==> config.mk <==
export PLATFORM = sky130hd
export DESIGN_NAME = hsv_color_region_classifier
export DESIGN_NICKNAME = d
export VERILOG_FILES = /design/src/sv/hcrc_pkg.sv /design/src/sv/hsv_color_region_classifier.sv /design/src/sv/hcrc_div.sv
export SDC_FILE = /design/constraint.sdc
export NUM_CORES = 1
export LEC_CHECK = 0
export BUFFER_PORTS_ARGS = -buffer_cell sky130_fd_sc_hd__buf_2
export CELL_PAD_IN_SITES_DETAIL_PLACEMENT = 2
export CELL_PAD_IN_SITES_GLOBAL_PLACEMENT = 2
export CORE_ASPECT_RATIO = 1.25
export CORE_MARGIN = 8
export CORE_UTILIZATION = 45
export CTS_BUF_LIST = sky130_fd_sc_hd__clkbuf_2 sky130_fd_sc_hd__clkbuf_4 sky130_fd_sc_hd__clkbuf_8
export DETAILED_ROUTE_END_ITERATION = 12
export PLACE_DENSITY_LB_ADDON = 0.1
export SETUP_SLACK_MARGIN = 0.1
export SYNTH_ARGS = -nofsm -noshare
export SYNTH_HDL_FRONTEND = slang
export SYNTH_SLANG_ARGS = --single-unit
==> constraint.sdc <==
create_clock -name i_clk -period 12.3 [get_ports i_clk]
set_input_delay 2.46 -clock i_clk [delete_from_list [all_inputs] [get_ports i_clk]]
set_output_delay 2.46 -clock i_clk [all_outputs]
set_load 0.01 [all_outputs]
==> src/sv/hcrc_pkg.sv <==
`timescale 1ns / 1ps
// ----------------------------------------------------------------------------
// hcrc_pkg
// Shared types, constants and match helpers of the HSV color region classifier.
// ----------------------------------------------------------------------------
package hcrc_pkg;

    localparam int MAX_PIXELS = 1048576;
    localparam int CNT_W      = $clog2(MAX_PIXELS + 1);
    localparam int PCT_W      = 7;
    localparam int DVD_W      = CNT_W + PCT_W;
    localparam int N_COLORS   = 5;
    localparam int IDX_W      = $clog2(N_COLORS);

    // color slots in the hit vector and the counter bank
    localparam int C_RED    = 0;
    localparam int C_BLUE   = 1;
    localparam int C_YELLOW = 2;
    localparam int C_BROWN  = 3;
    localparam int C_ORANGE = 4;

    localparam logic [7:0] BROWN_HUE      = 8'd10;
    localparam logic [7:0] BROWN_HUE_TOL  = 8'd20;
    localparam logic [7:0] BROWN_VAL      = 8'd76;
    localparam logic [7:0] BROWN_VAL_TOL  = 8'd40;
    localparam logic [7:0] ORANGE_HUE     = 8'd10;
    localparam logic [7:0] ORANGE_SAT     = 8'd191;
    localparam logic [7:0] ORANGE_SAT_TOL = 8'd50;
    localparam logic [8:0] HUE_WRAP       = 9'd180;
    localparam logic [8:0] VAL_WRAP       = 9'd255;

    typedef enum logic [2:0] {
        REG_SAT_MIN     = 3'd0,
        REG_RED_HUE     = 3'd1,
        REG_BLUE_HUE    = 3'd2,
        REG_YELLOW_HUE  = 3'd3,
        REG_HUE_TOL     = 3'd4,
        REG_RED_MIN_PCT = 3'd5,
        REG_YB_MIN_PCT  = 3'd6
    } t_cfg_idx;

    typedef enum logic [2:0] {
        CL_RED    = 3'd0,
        CL_BLUE   = 3'd1,
        CL_YB     = 3'd2,
        CL_YELLOW = 3'd3,
        CL_NONE   = 3'd4
    } t_class;

    typedef enum logic [1:0] {
        ST_IDLE,
        ST_START,
        ST_DIV,
        ST_DONE
    } t_state;

    function automatic logic [10:0] abs11(input logic signed [10:0] x);
        return x < 0 ? 11'(-x) : 11'(x);
    endfunction

    // |a - ctr| < tol, also trying the difference shifted by +wrap and -wrap
    function automatic logic near_circ(input logic [7:0] a, input logic [7:0] ctr,
                                       input logic [7:0] tol, input logic [8:0] wrap);
        logic signed [10:0] d;
        logic signed [10:0] dp;
        logic signed [10:0] dm;
        d  = $signed({3'b000, a}) - $signed({3'b000, ctr});
        dp = d + $signed({2'b00, wrap});
        dm = d - $signed({2'b00, wrap});
        return (abs11(d) < {3'b000, tol}) || (abs11(dp) < {3'b000, tol}) ||
               (abs11(dm) < {3'b000, tol});
    endfunction

endpackage

==> src/sv/hsv_color_region_classifier.sv <==
`timescale 1ns / 1ps
// ----------------------------------------------------------------------------
// hsv_color_region_classifier
// Per-pixel HSV color rule match with region hit statistics and class code.
// ----------------------------------------------------------------------------
// Input words carry one HSV pixel (hue, sat, val) and a last flag closing
// the region. Every input word yields exactly one output word with the mask
// bit; on the last pixel that word also carries class_valid, the five hit
// percentages and the class code, and the region counters clear.
// Ordinary pixels: the word shows in the cycle after accept, one pixel per
// cycle as long as the output side takes each word.
// Last pixel: the five percentages run one after another through a single
// restoring divider, each after a load step, then the done state picks the
// class once the output register is free; the input is not ready meanwhile.
// A stalled output holds its word; the input stays not ready until the
// output register frees up.
// Reset (synchronous, active low) loads the register defaults, clears the
// counters and drops the output valid. Configuration writes take effect at
// once and are to be issued only while the block is idle (it does not check).
// ----------------------------------------------------------------------------
module hsv_color_region_classifier
    import hcrc_pkg::*;
(
    input  logic             i_clk,
    input  logic             i_rst_n,
    // configuration
    input  logic             i_cfg_we,
    input  logic [2:0]       i_cfg_idx,
    input  logic [7:0]       i_cfg_data,
    // pixel input
    input  logic             i_in_valid,
    output logic             o_in_ready,
    input  logic [7:0]       i_hue,
    input  logic [7:0]       i_sat,
    input  logic [7:0]       i_val,
    input  logic             i_last,
    // result output
    output logic             o_out_valid,
    input  logic             i_out_ready,
    output logic             o_mask,
    output logic             o_class_valid,
    output logic [2:0]       o_class_code,
    output logic [PCT_W-1:0] o_red_pct,
    output logic [PCT_W-1:0] o_blue_pct,
    output logic [PCT_W-1:0] o_yellow_pct,
    output logic [PCT_W-1:0] o_brown_pct,
    output logic [PCT_W-1:0] o_orange_pct
);

    // configuration registers
    logic [7:0] r_sat_min;
    logic [7:0] r_red_hue;
    logic [7:0] r_blue_hue;
    logic [7:0] r_yellow_hue;
    logic [6:0] r_hue_tol;
    logic [6:0] r_red_min_pct;
    logic [7:0] r_yb_min_pct;

    t_state r_state;
    t_state n_state;

    logic [CNT_W-1:0] r_cnt [N_COLORS];
    logic [CNT_W-1:0] r_pix;
    logic [PCT_W-1:0] r_pct [N_COLORS];
    logic [IDX_W-1:0] r_idx;
    logic             r_mask_hold;

    logic             r_out_valid;
    logic             r_mask;
    logic             r_class_valid;
    logic [2:0]       r_class_code;
    logic [PCT_W-1:0] r_out_pct [N_COLORS];

    logic [N_COLORS-1:0] w_hit;
    logic                w_sat_ok;
    logic [7:0]          w_tol;
    logic                w_accept;
    logic                w_out_free;
    logic                w_div_start;
    logic                w_div_done;
    logic [PCT_W-1:0]    w_quot;
    logic                w_ld_cls;
    t_class              w_class;
    logic [7:0]          w_yb_sum;

    // ------------------------------------------------------------------
    // configuration
    always_ff @(posedge i_clk) begin
        if (!i_rst_n) begin
            r_sat_min     <= 8'd100;
            r_red_hue     <= 8'd0;
            r_blue_hue    <= 8'd90;
            r_yellow_hue  <= 8'd32;
            r_hue_tol     <= 7'd17;
            r_red_min_pct <= 7'd8;
            r_yb_min_pct  <= 8'd15;
        end else if (i_cfg_we) begin
            unique case (i_cfg_idx)
                REG_SAT_MIN:     r_sat_min     <= i_cfg_data;
                REG_RED_HUE:     r_red_hue     <= i_cfg_data;
                REG_BLUE_HUE:    r_blue_hue    <= i_cfg_data;
                REG_YELLOW_HUE:  r_yellow_hue  <= i_cfg_data;
                REG_HUE_TOL:     r_hue_tol     <= i_cfg_data[6:0];
                REG_RED_MIN_PCT: r_red_min_pct <= i_cfg_data[6:0];
                REG_YB_MIN_PCT:  r_yb_min_pct  <= i_cfg_data;
                default: ;
            endcase
        end
    end

    // ------------------------------------------------------------------
    // per-pixel rules
    assign w_tol    = {1'b0, r_hue_tol};
    assign w_sat_ok = i_sat > r_sat_min;

    always_comb begin
        w_hit[C_RED]    = w_sat_ok && near_circ(i_hue, r_red_hue, w_tol, HUE_WRAP);
        w_hit[C_BLUE]   = w_sat_ok && near_circ(i_hue, r_blue_hue, w_tol, HUE_WRAP);
        w_hit[C_YELLOW] = w_sat_ok && near_circ(i_hue, r_yellow_hue, w_tol, HUE_WRAP);
        w_hit[C_BROWN]  = near_circ(i_hue, BROWN_HUE, BROWN_HUE_TOL, HUE_WRAP) &&
                          near_circ(i_val, BROWN_VAL, BROWN_VAL_TOL, VAL_WRAP);
        // plain distance on saturation, no wraparound
        w_hit[C_ORANGE] = near_circ(i_sat, ORANGE_SAT, ORANGE_SAT_TOL, 9'd0) &&
                          near_circ(i_hue, ORANGE_HUE, w_tol, HUE_WRAP);
    end

    // ------------------------------------------------------------------
    // sequencer
    assign w_out_free = !r_out_valid || i_out_ready;
    assign w_accept   = i_in_valid && o_in_ready;

    always_comb begin
        n_state = r_state;
        unique case (r_state)
            ST_IDLE:  if (w_accept && i_last) n_state = ST_START;
            ST_START: n_state = ST_DIV;
            ST_DIV: begin
                if (w_div_done) begin
                    n_state = (r_idx == IDX_W'(N_COLORS - 1)) ? ST_DONE : ST_START;
                end
            end
            ST_DONE:  if (w_out_free) n_state = ST_IDLE;
            default:  n_state = ST_IDLE;
        endcase
    end

    always_comb begin
        o_in_ready  = 1'b0;
        w_div_start = 1'b0;
        w_ld_cls    = 1'b0;
        unique case (r_state)
            ST_IDLE:  o_in_ready  = w_out_free;
            ST_START: w_div_start = 1'b1;
            ST_DIV:   ;
            ST_DONE:  w_ld_cls    = w_out_free;
            default:  ;
        endcase
    end

    always_ff @(posedge i_clk) begin
        if (!i_rst_n) begin
            r_state <= ST_IDLE;
        end else begin
            r_state <= n_state;
        end
    end

    // ------------------------------------------------------------------
    // region counters
    always_ff @(posedge i_clk) begin
        if (!i_rst_n) begin
            r_pix <= '0;
            for (int i = 0; i < N_COLORS; i++) begin
                r_cnt[i] <= '0;
            end
        end else if (w_ld_cls) begin
            r_pix <= '0;
            for (int i = 0; i < N_COLORS; i++) begin
                r_cnt[i] <= '0;
            end
        end else if (w_accept && (r_pix < CNT_W'(MAX_PIXELS))) begin
            r_pix <= r_pix + CNT_W'(1);
            for (int i = 0; i < N_COLORS; i++) begin
                r_cnt[i] <= r_cnt[i] + CNT_W'(w_hit[i]);
            end
        end
    end

    always_ff @(posedge i_clk) begin
        if (!i_rst_n) begin
            r_idx <= '0;
        end else if (w_accept && i_last) begin
            r_idx <= '0;
        end else if (r_state == ST_DIV && w_div_done) begin
            r_pct[r_idx] <= w_quot;
            if (r_idx != IDX_W'(N_COLORS - 1)) begin
                r_idx <= r_idx + IDX_W'(1);
            end
        end
    end

    always_ff @(posedge i_clk) begin
        if (w_accept) begin
            r_mask_hold <= |w_hit;
        end
    end

    hcrc_div u_div (
        .i_clk   (i_clk),
        .i_rst_n (i_rst_n),
        .i_start (w_div_start),
        .i_count (r_cnt[r_idx]),
        .i_total (r_pix),
        .o_done  (w_div_done),
        .o_quot  (w_quot)
    );

    // ------------------------------------------------------------------
    // class pick, first rule that holds wins
    assign w_yb_sum = {1'b0, r_pct[C_YELLOW]} + {1'b0, r_pct[C_BROWN]};

    always_comb begin
        if (r_pct[C_RED] > r_red_min_pct && r_pct[C_RED] > r_pct[C_BLUE] &&
            r_pct[C_RED] > r_pct[C_YELLOW] && r_pct[C_RED] > r_pct[C_BROWN]) begin
            w_class = CL_RED;
        end else if (r_pct[C_BLUE] > r_pct[C_YELLOW] && r_pct[C_BLUE] > r_pct[C_BROWN] &&
                     r_pct[C_BLUE] > r_pct[C_ORANGE]) begin
            w_class = CL_BLUE;
        end else if (w_yb_sum > r_yb_min_pct) begin
            w_class = CL_YB;
        end else if (r_pct[C_YELLOW] > r_pct[C_ORANGE] &&
                     r_pct[C_YELLOW] > r_pct[C_BROWN]) begin
            w_class = CL_YELLOW;
        end else begin
            w_class = CL_NONE;
        end
    end

    // ------------------------------------------------------------------
    // output register
    always_ff @(posedge i_clk) begin
        if (!i_rst_n) begin
            r_out_valid <= 1'b0;
        end else if ((w_accept && !i_last) || w_ld_cls) begin
            r_out_valid <= 1'b1;
        end else if (i_out_ready) begin
            r_out_valid <= 1'b0;
        end
    end

    always_ff @(posedge i_clk) begin
        if (w_accept && !i_last) begin
            r_mask        <= |w_hit;
            r_class_valid <= 1'b0;
            r_class_code  <= 3'd0;
            for (int i = 0; i < N_COLORS; i++) begin
                r_out_pct[i] <= '0;
            end
        end else if (w_ld_cls) begin
            r_mask        <= r_mask_hold;
            r_class_valid <= 1'b1;
            r_class_code  <= w_class;
            for (int i = 0; i < N_COLORS; i++) begin
                r_out_pct[i] <= r_pct[i];
            end
        end
    end

    assign o_out_valid   = r_out_valid;
    assign o_mask        = r_mask;
    assign o_class_valid = r_class_valid;
    assign o_class_code  = r_class_code;
    assign o_red_pct     = r_out_pct[C_RED];
    assign o_blue_pct    = r_out_pct[C_BLUE];
    assign o_yellow_pct  = r_out_pct[C_YELLOW];
    assign o_brown_pct   = r_out_pct[C_BROWN];
    assign o_orange_pct  = r_out_pct[C_ORANGE];

endmodule

==> src/sv/hcrc_div.sv <==
`timescale 1ns / 1ps
// ----------------------------------------------------------------------------
// hcrc_div
// Shared restoring divider: quotient of count*100 over total, one bit a cycle.
// ----------------------------------------------------------------------------
module hcrc_div
    import hcrc_pkg::*;
(
    input  logic             i_clk,
    input  logic             i_rst_n,
    input  logic             i_start,
    input  logic [CNT_W-1:0] i_count,
    input  logic [CNT_W-1:0] i_total,
    output logic             o_done,
    output logic [PCT_W-1:0] o_quot
);

    logic             r_busy;
    logic [2:0]       r_bit;
    logic [DVD_W-1:0] r_rem;
    logic [DVD_W-1:0] r_sub;
    logic [PCT_W-1:0] r_quot;
    logic [DVD_W-1:0] w_dvd;
    logic             w_ge;

    // count*100 = count*64 + count*32 + count*4
    assign w_dvd = (DVD_W'(i_count) << 6) + (DVD_W'(i_count) << 5) + (DVD_W'(i_count) << 2);
    assign w_ge  = r_rem >= r_sub;

    // quotient never exceeds 100 since count <= total, so PCT_W steps suffice
    assign o_done = r_busy && (r_bit == 3'd0);
    assign o_quot = {r_quot[PCT_W-2:0], w_ge};

    always_ff @(posedge i_clk) begin
        if (!i_rst_n) begin
            r_busy <= 1'b0;
        end else if (i_start) begin
            r_busy <= 1'b1;
        end else if (o_done) begin
            r_busy <= 1'b0;
        end
    end

    always_ff @(posedge i_clk) begin
        if (i_start) begin
            r_rem  <= w_dvd;
            r_sub  <= DVD_W'(i_total) << (PCT_W - 1);
            r_bit  <= 3'(PCT_W - 1);
            r_quot <= '0;
        end else if (r_busy) begin
            if (w_ge) begin
                r_rem <= r_rem - r_sub;
            end
            r_sub  <= r_sub >> 1;
            r_quot <= {r_quot[PCT_W-2:0], w_ge};
            r_bit  <= r_bit - 3'd1;
        end
    end

endmodule

==> flow_metrics.env <==
export IMPL_crit_fanout=11
export IMPL_ff_latch_area_sq_um=8870
export IMPL_cts_resized=0
export IMPL_critPathRequiredTime_ns=12.70
export IMPL_clock_skew_ns=0.0673
export IMPL_grt_pass1_wl_um=144000
export IMPL_synth_mux_area_frac=0.0380
export IMPL_dr_first_iter_drc_count=1026
export IMPL_area_growth_pct=9.19
export IMPL_fillers=6119
export IMPL_ios=83
export IMPL_worst_setup_path_type="in -> reg"
export IMPL_synth_simple_area_share=0.193
export IMPL_initial_utilization=0.456
export IMPL_clock_path_buffers=3
export IMPL_clock_latency_ns=0.71
export IMPL_dr_pass1_iters=5
export IMPL_grt_use_total=0.270
export IMPL_cts_root_buf="clkbuf_8"
export IMPL_post_dp_hpwl_um=65200
export IMPL_syn_avg_cell_area_sq_um=9.04
export IMPL_holdPathEnd="r_red_hue[2]"
export IMPL_synth_area_leaders="edfxtp_1 (26%), ha_1 (13%), dfxtp_1 (8.0%)"
export IMPL_cts_sink_count=330
export IMPL_holdCritPathClass="reg -> reg"
export IMPL_maxClockFrequency_mhz=115
export IMPL_io_buffers=82
export IMPL_end_kind="register"
export IMPL_place_congestion=0.882
export IMPL_whs_ns=0.477
export IMPL_num_rows=98
export IMPL_synthCells=2891
export IMPL_ys_types=100
export IMPL_coreArea_sq_um=57300
export IMPL_tritoncts="yes"
export IMPL_hold_depth=2
export IMPL_grt_antenna_before_repair=6
export IMPL_setup_viol=0
export IMPL_nNetsFinal=3299
export IMPL_grt_pass1_vias=25700
export IMPL_worst_slew_pin_slew_ns=1.26
export IMPL_min_delay_start="r_red_hue[2]"
export IMPL_ant_nets=0
export IMPL_die_w_um=232
export IMPL_hold_violations=0
export IMPL_cts_setup_buffers=0
export IMPL_async_flop_share=0
export IMPL_synth_compound_area_frac=0.150
export IMPL_grt_max_degree=97
export IMPL_synth_edf_count=226
export IMPL_hold_buffers=0
export IMPL_synthesis_nets=3235
export IMPL_fp_dieH_um=285
export IMPL_routed_via_density=6.05
export IMPL_start_kind="input pin"
export IMPL_synth_top_family_by_area="simple AND/OR/NAND/NOR gates"
export IMPL_slowest_stage="nor3_1"
export IMPL_die_area_sq_um=66100
export IMPL_synthAdderAreaFrac=0.152
export IMPL_synth_largest_area_cell="edfxtp_1"
export IMPL_min_period_over_period=0.708
export IMPL_htreeDepth=2
export IMPL_synth_xor_area_frac=0.0869
export IMPL_relSlewSlack=0.155
export IMPL_wire_per_inst_um=24.9
export IMPL_syn_cell_area_sq_um=26100
export IMPL_cap_violations=0
export IMPL_path_clk_slew_ns=0.08
export IMPL_tns_ns=0
export IMPL_vias=22700
export IMPL_most_common_layout_cells="nand2_1 (302), nor2_1 (297), ha_1 (280)"
export IMPL_crit_arrival_ns=9.11
export IMPL_reg2regPathDepth=24
export IMPL_max_stage_delay_ns=0.82
export IMPL_drcViolationCount=0
export IMPL_power_density_nw_per_um2=126
export IMPL_layout_commonest_cell="nand2_1"
export IMPL_drt_total_wl_um=93600
export IMPL_drive_gt1_frac=0.0945
export IMPL_leakage_nw=11.5
export IMPL_worstReg2RegEnd="r_cnt[2][20]"
export IMPL_ys_flop_type="edfxtp_1"
export IMPL_grt_overflow=0
export IMPL_status="complete, no violations"
export IMPL_ys_seq_elements=330
export IMPL_ys_seq_area_frac=0.339
export IMPL_r2r_slack_ns=5.42
export IMPL_multi_input_area_sq_um=16200
export IMPL_rsz0062_at_grt="no"
export IMPL_min_period_ns=8.71
export IMPL_cp_common_cell="ha_1"
export IMPL_synth_yosys_warnings=0
export IMPL_r2r_start="r_yellow_hue[0]"
export IMPL_ir_worst_vdd_v=0.0000914
export IMPL_synth_top_area_share=0.260
export IMPL_numCtsBuffers=59
export IMPL_drv_slew=0
-- worst max-delay path: cells and delay by family --
kind,cells,cell delay [ns]
adder cells (fa/ha/maj),5,1.44
XOR/XNOR,2,0.51
AND/OR/NAND/NOR,7,1.86
multiplexers,1,0.42
AO/OA/AOI/OAI,8,1.96
buffers and inverters,3,0.45
-- state kept, by name, indices dropped and copies added (netlist names), 8 cells and up, named ones only --
signal,count
r_yb_min_pct,8
r_red_hue,8
u_div.r_sub,27
r_sat_min,8
r_out_pct,35
u_div.r_rem,28
r_blue_hue,8
r_pix,21
r_pct,35
r_yellow_hue,8
r_cnt,105
-- power breakdown --
group | switching, mW | leakage, nW | internal (mW)
Combinational | 0.629 | 7.73 | 0.406
Clock | 0.549 | 0.698 | 0.646
Sequential | 0.0737 | 3.11 | 1.28
Total | 1.25 | 11.5 | 2.33
-- cells by family (layout without fill, tap and decap cells) --
family                     count (synthesis)  after routing
and+or+nand+nor                         1061           1061
AOI/OAI and AO/OA                        593            593
DFF                                      330            330
adders and majority gates                303            303
buffers and inverters                    278            391
xor gates and xnor gates                 256            256
muxes                                     70             70
other                                      0              7
-- routing by layer --
metal  vias to the layer above  track usage  wire length (um)
met3                       238       0.0309              2780
met4                         0        0.125              4340
li1                      10500            -                 -
met2                       461        0.513             50400
met1                     11600        0.296             36100
met5                         -            0                 0
-- area by class of cell --
type / instances / share of cell area
clock inverters: 26 / 0.00881
flip-flops and latches: 330 / 0.311
repair buffers: 97 / 0.0182
multi-input cells: 2283 / 0.567
clock buffers: 84 / 0.0372
well taps: 750 / 0.0329
inverters: 184 / 0.0243
diodes: 7 / 0.000614
-- through the flow --
stage	setup slack, ns	area (sq um)	power, mW	util	std cells
floorplan	4.52	26100	2.08	-	2891
global placement	3.36	27200	2.31	0.475	3643
detailed placement	2.92	27200	2.39	0.475	3643
CTS	3.62	28500	3.60	0.498	3753
global route	3.08	28500	3.77	0.498	3760
finish	3.59	28500	3.58	0.498	3761
-- cell usage after synthesis (21+ instances only) --
| master | n |
|---|---|
| edfxtp_1 | 226 |
| o211ai_1 | 25 |
| or3_1 | 33 |
| and3_1 | 56 |
| xor2_1 | 119 |
| mux2i_1 | 28 |
| a21oi_1 | 147 |
| clkbuf_1 | 72 |
| o21ai_0 | 121 |
| a21boi_0 | 44 |
| mux4_2 | 21 |
| nand3_1 | 122 |
| nand2b_1 | 35 |
| dfxtp_1 | 104 |
| inv_1 | 182 |
| fa_1 | 23 |
| nand4_1 | 34 |
| and2_1 | 22 |
| nand2_1 | 303 |
| nor2b_1 | 39 |
| a21o_1 | 54 |
| ha_1 | 280 |
| xnor2_1 | 134 |
| nor3_1 | 51 |
| nor2_1 | 297 |
| o21a_1 | 42 |
-- worst max path at each step --
stage / start / endpoint / slack (ns) / cells after the start
after floorplan: i_hue[0] / r_cnt[2][20] / 4.52 / 26
after global placement: i_hue[0] / r_cnt[2][20] / 3.36 / 26
after detailed placement: i_hue[0] / r_cnt[2][20] / 2.92 / 26
after CTS: i_hue[0] / r_cnt[2][20] / 3.62 / 26
after global routing: i_hue[0] / r_cnt[2][20] / 3.08 / 26
final: i_hue[0] / r_cnt[2][20] / 3.59 / 26
Power figures use the tool's default switching activity.
